--- src/rtl/pidc_pkg.sv ---
// pidc_pkg: widths, register indexes, reset values and saturation helpers
// for the clamped PID controller. No dependencies.
package pidc_pkg;

	localparam int DATA_W  = 32;
	localparam int ACC_W   = 48;
	localparam int CFG_W   = 32;
	localparam int STEP_W  = 17;
	localparam int SCALE_W = 31;
	localparam int DRIVE_W = 24;
	localparam int IDX_W   = 3;
	localparam int FRAC_W  = 16;
	localparam int MUL_W   = 33;
	localparam int PROD_W  = 2 * MUL_W;
	localparam int SUM_W   = PROD_W;

	localparam logic [IDX_W-1:0] REG_PROP_GAIN   = 3'd0;
	localparam logic [IDX_W-1:0] REG_INTEG_GAIN  = 3'd1;
	localparam logic [IDX_W-1:0] REG_DERIV_GAIN  = 3'd2;
	localparam logic [IDX_W-1:0] REG_STEP_TIME   = 3'd3;
	localparam logic [IDX_W-1:0] REG_DERIV_SCALE = 3'd4;

	localparam logic signed [DATA_W-1:0] PROP_GAIN_RST  = 32'sd13107;
	localparam logic signed [DATA_W-1:0] INTEG_GAIN_RST = 32'sd1311;
	localparam logic signed [DATA_W-1:0] DERIV_GAIN_RST = 32'sd7864;
	localparam logic [STEP_W-1:0]        STEP_TIME_RST  = 17'd1049;
	localparam logic [SCALE_W-1:0]       DERIV_SCALE_RST = 31'd4096;

	localparam logic signed [DRIVE_W-1:0] DRIVE_LIMIT = 24'sd6553600;
	localparam logic signed [SUM_W-1:0]   SUM_LIM_HI  = 66'sd6553600;
	localparam logic signed [SUM_W-1:0]   SUM_LIM_LO  = -66'sd6553600;

	// saturate a two-bit-wider value into the accumulator width
	function automatic logic signed [ACC_W-1:0] sat_acc(input logic signed [ACC_W+1:0] v);
		logic signed [ACC_W-1:0] r;
		begin
			if (v[ACC_W+1:ACC_W-1] == 3'b000 || v[ACC_W+1:ACC_W-1] == 3'b111) begin
				r = v[ACC_W-1:0];
			end else if (v[ACC_W+1]) begin
				r = {1'b1, {(ACC_W-1){1'b0}}};
			end else begin
				r = {1'b0, {(ACC_W-1){1'b1}}};
			end
			return r;
		end
	endfunction

	// saturate a one-bit-wider difference into the data width
	function automatic logic signed [DATA_W-1:0] sat_data(input logic signed [DATA_W:0] v);
		logic signed [DATA_W-1:0] r;
		begin
			if (v[DATA_W] == v[DATA_W-1]) begin
				r = v[DATA_W-1:0];
			end else if (v[DATA_W]) begin
				r = {1'b1, {(DATA_W-1){1'b0}}};
			end else begin
				r = {1'b0, {(DATA_W-1){1'b1}}};
			end
			return r;
		end
	endfunction

endpackage

--- src/rtl/pid_controller_clamped_unit.sv ---
// Clamped PID controller, one result word per input word, Q16.16 fixed point
// (drive is Q8.16). An accepted word first forms the error and its difference,
// then seven products go through a single registered 33x33 multiplier (the
// 48-bit integral and derivative are each split into a high and a low half),
// then the last product is folded into the sum and the sum is clamped to +-100
// into the output register. in_ready is low while a word is in flight, so the
// unit takes no new word before the last one is through. A result word still
// waiting at the output holds the clamp step until it is taken. The integral
// and the previous error reset to 0.
// Depends on pidc_pkg and pidc_mul.
module pid_controller_clamped_unit (
	input  logic                                 clk,
	input  logic                                 arst_n,
	input  logic                                 cfg_we,
	input  logic [pidc_pkg::IDX_W-1:0]           cfg_index,
	input  logic [pidc_pkg::CFG_W-1:0]           cfg_data,
	input  logic                                 in_valid,
	output logic                                 in_ready,
	input  logic signed [pidc_pkg::DATA_W-1:0]   setpoint,
	input  logic signed [pidc_pkg::DATA_W-1:0]   measured,
	output logic                                 out_valid,
	input  logic                                 out_ready,
	output logic signed [pidc_pkg::DRIVE_W-1:0]  drive,
	output logic                                 clamped
);
	import pidc_pkg::*;

	localparam logic [3:0] ST_ERR  = 4'd0;
	localparam logic [3:0] ST_INC  = 4'd1;
	localparam logic [3:0] ST_DER  = 4'd2;
	localparam logic [3:0] ST_PROP = 4'd3;
	localparam logic [3:0] ST_IHI  = 4'd4;
	localparam logic [3:0] ST_ILO  = 4'd5;
	localparam logic [3:0] ST_DHI  = 4'd6;
	localparam logic [3:0] ST_DLO  = 4'd7;
	localparam logic [3:0] ST_ACC  = 4'd8;
	localparam logic [3:0] ST_OUT  = 4'd9;

	logic signed [DATA_W-1:0]  prop_gain_q, integ_gain_q, deriv_gain_q;
	logic [STEP_W-1:0]         step_time_q;
	logic [SCALE_W-1:0]        deriv_scale_q;

	logic                      busy_q;
	logic [3:0]                step_q;
	logic signed [DATA_W-1:0]  sp_q, ms_q;
	logic signed [DATA_W-1:0]  err_q, last_err_q;
	logic signed [DATA_W:0]    diff_q;
	logic signed [ACC_W-1:0]   integ_q, deriv_q;
	logic signed [SUM_W-1:0]   acc_q;
	logic                      out_valid_q;
	logic signed [DRIVE_W-1:0] drive_q;
	logic                      clamped_q;

	logic signed [DATA_W:0]    raw_diff;
	logic signed [DATA_W-1:0]  err_sat;
	logic signed [MUL_W-1:0]   mul_a, mul_b;
	logic signed [PROD_W-1:0]  prod;
	logic signed [PROD_W-1:0]  prod_sh;
	logic                      out_load;

	assign in_ready  = !busy_q;
	assign out_valid = out_valid_q;
	assign drive     = drive_q;
	assign clamped   = clamped_q;

	assign raw_diff = {sp_q[DATA_W-1], sp_q} - {ms_q[DATA_W-1], ms_q};
	assign err_sat  = sat_data(raw_diff);
	assign prod_sh  = prod >>> FRAC_W;
	assign out_load = busy_q && step_q == ST_OUT && (!out_valid_q || out_ready);

	always_comb begin
		mul_a = '0;
		mul_b = '0;
		case (step_q)
			ST_INC: begin
				mul_a = MUL_W'(err_q);
				mul_b = MUL_W'({1'b0, step_time_q});
			end
			ST_DER: begin
				mul_a = MUL_W'(diff_q);
				mul_b = MUL_W'({1'b0, deriv_scale_q});
			end
			ST_PROP: begin
				mul_a = MUL_W'(prop_gain_q);
				mul_b = MUL_W'(err_q);
			end
			ST_IHI: begin
				mul_a = MUL_W'(integ_gain_q);
				mul_b = MUL_W'($signed(integ_q[ACC_W-1:FRAC_W]));
			end
			ST_ILO: begin
				mul_a = MUL_W'(integ_gain_q);
				mul_b = MUL_W'({1'b0, integ_q[FRAC_W-1:0]});
			end
			ST_DHI: begin
				mul_a = MUL_W'(deriv_gain_q);
				mul_b = MUL_W'($signed(deriv_q[ACC_W-1:FRAC_W]));
			end
			ST_DLO: begin
				mul_a = MUL_W'(deriv_gain_q);
				mul_b = MUL_W'({1'b0, deriv_q[FRAC_W-1:0]});
			end
			default: begin
				mul_a = '0;
				mul_b = '0;
			end
		endcase
	end

	pidc_mul u_mul (
		.clk  (clk),
		.en   (busy_q),
		.a    (mul_a),
		.b    (mul_b),
		.prod (prod)
	);

	always_ff @(posedge clk or negedge arst_n) begin
		if (!arst_n) begin
			prop_gain_q   <= PROP_GAIN_RST;
			integ_gain_q  <= INTEG_GAIN_RST;
			deriv_gain_q  <= DERIV_GAIN_RST;
			step_time_q   <= STEP_TIME_RST;
			deriv_scale_q <= DERIV_SCALE_RST;
		end else if (cfg_we) begin
			case (cfg_index)
				REG_PROP_GAIN:   prop_gain_q   <= cfg_data[DATA_W-1:0];
				REG_INTEG_GAIN:  integ_gain_q  <= cfg_data[DATA_W-1:0];
				REG_DERIV_GAIN:  deriv_gain_q  <= cfg_data[DATA_W-1:0];
				REG_STEP_TIME:   step_time_q   <= cfg_data[STEP_W-1:0];
				REG_DERIV_SCALE: deriv_scale_q <= cfg_data[SCALE_W-1:0];
				default: ;
			endcase
		end
	end

	always_ff @(posedge clk or negedge arst_n) begin
		if (!arst_n) begin
			busy_q      <= 1'b0;
			step_q      <= ST_ERR;
			last_err_q  <= '0;
			integ_q     <= '0;
			out_valid_q <= 1'b0;
		end else begin
			if (out_load) begin
				out_valid_q <= 1'b1;
			end else if (out_ready) begin
				out_valid_q <= 1'b0;
			end
			if (!busy_q) begin
				if (in_valid) begin
					busy_q <= 1'b1;
					step_q <= ST_ERR;
				end
			end else begin
				case (step_q)
					ST_ERR: begin
						last_err_q <= err_sat;
					end
					ST_DER: begin
						integ_q <= sat_acc({{2{integ_q[ACC_W-1]}}, integ_q} + prod_sh[ACC_W+1:0]);
					end
					default: ;
				endcase
				if (step_q == ST_OUT) begin
					if (out_load) begin
						busy_q <= 1'b0;
						step_q <= ST_ERR;
					end
				end else begin
					step_q <= step_q + 4'd1;
				end
			end
		end
	end

	always_ff @(posedge clk) begin
		if (in_valid && !busy_q) begin
			sp_q <= setpoint;
			ms_q <= measured;
		end
		if (busy_q) begin
			case (step_q)
				ST_ERR: begin
					err_q  <= err_sat;
					diff_q <= {err_sat[DATA_W-1], err_sat} - {last_err_q[DATA_W-1], last_err_q};
				end
				ST_PROP: deriv_q <= sat_acc(prod_sh[ACC_W+1:0]);
				ST_IHI:  acc_q   <= prod_sh;
				ST_ILO:  acc_q   <= acc_q + prod;
				ST_DHI:  acc_q   <= acc_q + prod_sh;
				ST_DLO:  acc_q   <= acc_q + prod;
				ST_ACC:  acc_q   <= acc_q + prod_sh;
				default: ;
			endcase
		end
		if (out_load) begin
			if (acc_q > SUM_LIM_HI) begin
				drive_q   <= DRIVE_LIMIT;
				clamped_q <= 1'b1;
			end else if (acc_q < SUM_LIM_LO) begin
				drive_q   <= -DRIVE_LIMIT;
				clamped_q <= 1'b1;
			end else begin
				drive_q   <= acc_q[DRIVE_W-1:0];
				clamped_q <= 1'b0;
			end
		end
	end

endmodule

--- src/rtl/pidc_mul.sv ---
// pidc_mul: shared signed 33x33 multiplier with a registered product.
// Depends on pidc_pkg.
module pidc_mul (
	input  logic                                clk,
	input  logic                                en,
	input  logic signed [pidc_pkg::MUL_W-1:0]   a,
	input  logic signed [pidc_pkg::MUL_W-1:0]   b,
	output logic signed [pidc_pkg::PROD_W-1:0]  prod
);
	import pidc_pkg::*;

	logic signed [PROD_W-1:0] prod_q;

	always_ff @(posedge clk) begin
		if (en) begin
			prod_q <= a * b;
		end
	end

	assign prod = prod_q;

endmodule

--- config.mk ---
export PLATFORM = sky130hd
export DESIGN_NAME = pid_controller_clamped_unit
export DESIGN_NICKNAME = d
export VERILOG_FILES = /design/src/rtl/pidc_pkg.sv /design/src/rtl/pid_controller_clamped_unit.sv /design/src/rtl/pidc_mul.sv
export SDC_FILE = /design/constraint.sdc
export NUM_CORES = 2
export LEC_CHECK = 0
export BUFFER_PORTS_ARGS = -buffer_cell sky130_fd_sc_hd__buf_2
export CORE_AREA = 2 2 475 383
export CTS_CLUSTER_DIAMETER = 60
export DETAILED_ROUTE_END_ITERATION = 10
export DIE_AREA = 0 0 477 385
export PLACE_DENSITY_LB_ADDON = 0.15
export SYNTH_ARGS = -nofsm -noshare
export SYNTH_HDL_FRONTEND = slang
export SYNTH_SLANG_ARGS = --single-unit
--- constraint.sdc ---
create_clock -name clk -period 9.3 [get_ports clk]
set_input_delay 0.93 -clock clk [delete_from_list [all_inputs] [get_ports clk]]
set_output_delay 0.93 -clock clk [all_outputs]
set_load 0.1 [all_outputs]
---- Yosys cells after proc, flatten, opt, wreduce, memory -nomap -nowiden ----
Index checks and enable logic that the tools add are counted.
storage, ports and cells
  bits in registers ....................... 564
  input port bits ......................... 104
  output and inout bits ................... 27
operators by class
  $add $sub $neg .......................... 6
  multiply operators ...................... 1
  magnitude comparators ................... 2
  equal/unequal tests ..................... 17
  mux-type cells .......................... 21
  reductions and logical operators ........ 30
operator list
  operator                count
  $pmux W33 S7            1
  $pmux W66 S3            1
  $mux W48                4
  $pmux W33 S5            1
  $add A66 B50 Y66        1
  $add A66 B66 Y66        1
  $gt A66 B24 Y1 const B  1
  $lt A66 B24 Y1 const B  1
  $mul A33 B33 Y66        1
  $sub A32 B32 Y33        2
  $mux W32                2
  $add A50 B50 Y50        1
  $mux W24                1
  $reduce_and A2 Y1       10
  $eq A4 B3 Y1 const B    4
  $mux W4                 4
  $reduce_or A2 Y1        5
  $eq A3 B3 Y1 const B    3
  $logic_not A3 Y1        3
  $eq A4 B2 Y1 const B    2
  $eq A4 B4 Y1 const B    2
  $mux W1                 7
  $eq A3 B2 Y1 const B    2
  $add A4 B1 Y4 const B   1
  other kinds (10)        16

---- Longest topological paths before layout ----
  depth in word-level cells ............... 6
  mapped depth ............................ 39
  mapped depth without buffers ............ 33

---- Modules after synthesis ----
From an unflattened synthesis, not the netlist that was laid out.
unflattened totals
  cells, all modules ...................... 7439
  area, all modules ....................... 72169.2 sq um
by module, submodules not included
  module                       times used  cells each  area each (sq um)  sequential area each (sq um)
  pidc_mul                     1           4322        41138.2            1981.9
  pid_controller_clamped_unit  1           3117        31031.0            13838.3

---- Worst setup path after synthesis ----
OpenSTA, ideal clock, no wires.
  path type ............................... reg-to-reg
  start point ............................. register step_q[2]
  end point ............................... register u_mul.prod_q[63] (netlist: u_mul.prod[63]), data pin
  setup time .............................. 0.158 ns
  arrival time ............................ 9.981 ns
  required time ........................... 9.142 ns
  path slack .............................. -0.839 ns
  cell stages (with the launch flop) ...... 32
  buffers on the path ..................... 5
  clock period less this slack ............ 10.139 ns
  cell sequence ........................... dfrtp_1 > clkbuf_1 > nor3_1 > clkbuf_1 > buf_1 > a22oi_1 > nand3_1 > clkbuf_1 > nand2_1 > fa_1 > fa_1 > inv_1 > fa_1 > inv_1 > fa_1 > inv_1 > fa_1 > fa_1 > fa_1 > inv_1 > fa_1 > inv_1 > ha_1 > clkbuf_1 > a21oi_1 > o21ai_0 > a221o_1 > a21oi_1 > inv_1 > a221o_1 > or4_1 > o211ai_1
on the way
  cells in the longest elaborated chain, start to end .. 4
ends and longest elaborated chain
  element                     RTL line                            text
  from (decl)                 pid_controller_clamped_unit.sv:44   logic [3:0] step_q;
  from (signal assigned)      pid_controller_clamped_unit.sv:171  step_q <= step_q + 4'd1;
  $eq A4 B3 Y1                pid_controller_clamped_unit.sv:74   case (step_q)
  $reduce_or A2 Y1 (no line)  --
  $pmux W33 S5                pid_controller_clamped_unit.sv:74
  $mul A33 B33 Y66 (*)        pidc_mul.sv:16                      prod_q <= a * b;
  to (signal assigned)        pidc_mul.sv:16
  to (decl)                   pidc_mul.sv:12                      logic signed [PROD_W-1:0] prod_q;
Every way passes the cells marked *; elsewhere a longest branch is shown, timed or not.
A chain may end at the register's enable or synchronous reset.

---- Worst setup path after layout ----
  start point ............................. register step_q[0]
  end point ............................... register u_mul.prod_q[63] (netlist: u_mul.prod[63]), data pin
Same word-level chain as after synthesis.

==> impl_metrics.csv <==
group,metric,value,unit
finish,ff_latch_area,15800,sq um
sta,slew_viol_final,0,
sta,min_period,9.25,ns
sta,whs,0.223,ns
clocking,cts_root_buffer,"clkbuf_16",
routing,drtIter0Drc,6099,
synth,seq_area_frac_synth,22.3,%
clocking,cts_tree,"built",
clocking,htreeDepth,2,
finish,multi_input_area,49700,sq um
synth,synth_edf_count,334,
setup_path,crit_fanout,12,
place,hpwl,222000,microns
min_path,hp-class,"input pin to async pin",
clocking,clock_latency,0.69,ns
synth,synth_cell_types,99,
routing,routed_wl,269000,microns
setup_path,r2r_start,"step_q[0]$_DFFE_PN0P_",
clocking,cts_buffers,58,
synth,synth_nets,9143,
sta,finalCritPeriodShare,99.5,%
finish,final_cell_mix,"1,274 x inv_1, 1,135 x fa_1, 929 x nand2_1",
clocking,cts_num_sinks,564,
sta,clock_skew,0.0598,ns
routing,wl_per_cell,25.7,microns
sta,hold_violations,0,
synth,syn_area_per_cell,9.48,sq um
status,outcome,"finished, final reports clean",
place,finalWeightedCongestion,0.993,
setup_path,crit_path_top_delay_cell,"fa_1",
finish,mostFrequentLayoutCell,"inv_1",
setup_path,rrSetupSlack,0.05,ns
setup_path,crit_required,9.83,ns
routing,num_vias,57100,
floorplan,top_level_ports,131,
floorplan,start_util,39.8,%
sta,finalSetupViolations,0,
synth,ys_ff_latch,564,
clocking,clkSlewWorstSetupHoldPaths,0.07,ns
grt,grt_pass1_wl,394000,microns
floorplan,row_count,139,
finish,fill_cells,17200,
grt,grt_pass1_vias,57700,
clocking,hold_buffers,0,
floorplan,core,179000,sq um
routing,drtPass1Iterations,6,
grt,grt_usage,29.2,%
floorplan,die_height,385,microns
finish,drive_gt1_share,16.9,%
setup_path,start_kind,"flip-flop",
synth,synth_area,71100,sq um
place,dp_cells,10300,
grt,grt_overflow,0,
routing,drc,0,
clocking,cts_max_path_buffers,3,
synth,async_reset_ff_share,40.8,%
setup_path,path_common_cell,"fa_1",
synth,synthFlopType,"edfxtp_1",
floorplan,die_x,477,microns
synth,synth_cells,7495,
place,io_buffer_count,130,
grt,grt_max_degree,153,
synth,ys_warn_count,0,
sta,rsz0062_at_grt,"yes",
grt,antenna_found_initial,24,
finish,areaGrowthSynthToFinish,17.0,%
flow_run,max-cap-violations,0,
finish,nets,9679,
finish,layoutNonFillerInstCount,10500,
setup_path,cp_slowest_stage_delay,0.53,ns
setup_path,end_kind,"flip-flop",
setup_path,r2r_cells,32,
setup_path,worst-setup-path-type,"flip-flop to flip-flop",
sta,max_freq,108,MHz
routing,final_antenna_net_count,0,
setup_path,rr_endpoint,"u_mul.prod[63]$_DFFE_PP_",
routing,vias_per_cell,5.45,
setup_path,crit_arrival,9.78,ns
sta,relSlewSlack,29.6,%
sta,worstMarginPinSlew,1.06,ns
floorplan,dieArea,184000,sq um
cell usage after synthesis, types with 47 or more instances:
| master | count | area [sq um] |
|---|---|---|
| a22oi_1 | 79 | 593 |
| xnor2_1 | 135 | 1180 |
| fa_1 | 1150 | 23000 |
| edfxtp_1 | 334 | 10000 |
| inv_1 | 1279 | 4800 |
| nand3_1 | 53 | 265 |
| dfrtp_1 | 202 | 5050 |
| ha_1 | 394 | 4930 |
| a21oi_1 | 291 | 1460 |
| xor2_1 | 92 | 806 |
| nor2_1 | 808 | 3030 |
| nand2_1 | 936 | 3510 |
| mux2_2 | 203 | 2290 |
| o21ai_0 | 195 | 976 |
| and2_1 | 54 | 338 |
| nand4_1 | 85 | 532 |
| a21o_1 | 142 | 1070 |
| clkbuf_1 | 319 | 1200 |
| nand2b_1 | 47 | 294 |
per-layer routing:
metal / GRT usage (%) / routed length [microns]
met3: 6.76 / 25700
met5: 0 / 111
met4: 6.85 / 8060
met1: 42.9 / 121000
met2: 43.6 / 114000
state kept, by name, summed over array words and instances (netlist names), 33 cells and up:
signal,flops
acc_q,66
u_mul.prod,66
diff_q,33
deriv_q,48
integ_q,48
worst max-delay path: cells and delay by family, from the launching register on:
kind / cells / cell delay (ns)
adders and majority gates: 9 / 4.11
and+or+nand+nor: 10 / 2.39
AOI/OAI and AO/OA: 5 / 1.24
DFF: 1 / 0.47
buffers and inverters: 8 / 0.85
worst max path at each step:
stage	from	end	slack, ns	cells after the start
3_5_place_dp	step_q[3]$_DFFE_PN0P_	u_mul.prod[63]$_DFFE_PP_	-0.28	31
3_3_place_gp	step_q[3]$_DFFE_PN0P_	u_mul.prod[63]$_DFFE_PP_	-0.20	31
4_1_cts	step_q[1]$_DFFE_PN0P_	u_mul.prod[63]$_DFFE_PP_	-0.04	33
6_report	step_q[0]$_DFFE_PN0P_	u_mul.prod[63]$_DFFE_PP_	0.05	32
5_1_grt	step_q[0]$_DFFE_PN0P_	u_mul.prod[63]$_DFFE_PP_	-0.16	32
2_1_floorplan	step_q[3]$_DFFE_PN0P_	u_mul.prod[63]$_DFFE_PP_	-0.06	32
through the flow:
step	TNS [ns]	util (%)	instance area [sq um]	setup slack, ns
final	0	46.6	83200	0.0470
after global routing	-0.843	46.6	83200	-0.160
after CTS	-0.0401	46.0	82100	-0.0401
after detailed placement	-3.10	44.8	80100	-0.275
after global placement	-2.24	44.8	80100	-0.205
after floorplan	-0.0601	-	71100	-0.0601
logic make-up (layout without fill, tap and decap cells):
| logic type | after synthesis | in the layout | synth area share (%) |
|---|---|---|---|
| muxes | 220 | 220 | 3.46 |
| and+or+nand+nor | 2219 | 2219 | 13.4 |
| adders and majority gates | 1549 | 1549 | 39.4 |
| other | 0 | 5 | 0 |
| DFF | 564 | 564 | 22.3 |
| buffers and inverters | 1650 | 2235 | 8.79 |
| xor gates and xnor gates | 228 | 228 | 2.82 |
| AOI/OAI and AO/OA | 1065 | 1065 | 9.84 |
what timing repair did:
action | in CTS | in global routing
gates cloned | 0 | 5
setup buffers | 2 | 40
resized for setup | 20 | 160
setup endpoints to repair | 22 | 23
pin swaps | 4 | 51
layout make-up:
type                            count  share of cell area [%]
Tap cell                         2397                    3.61
Clock inverter                     33                   0.405
Sequential cell                   564                    19.0
Antenna cell                        5                  0.0150
Clock buffer                       76                    1.89
Timing Repair Buffer              846                    9.44
Inverter                         1280                    5.79
Multi-Input combinational cell   5281                    59.8
Power is left out: the tool's default activity adds up to more than one toggle a clock period on the data nets, which glitch-free logic cannot reach.
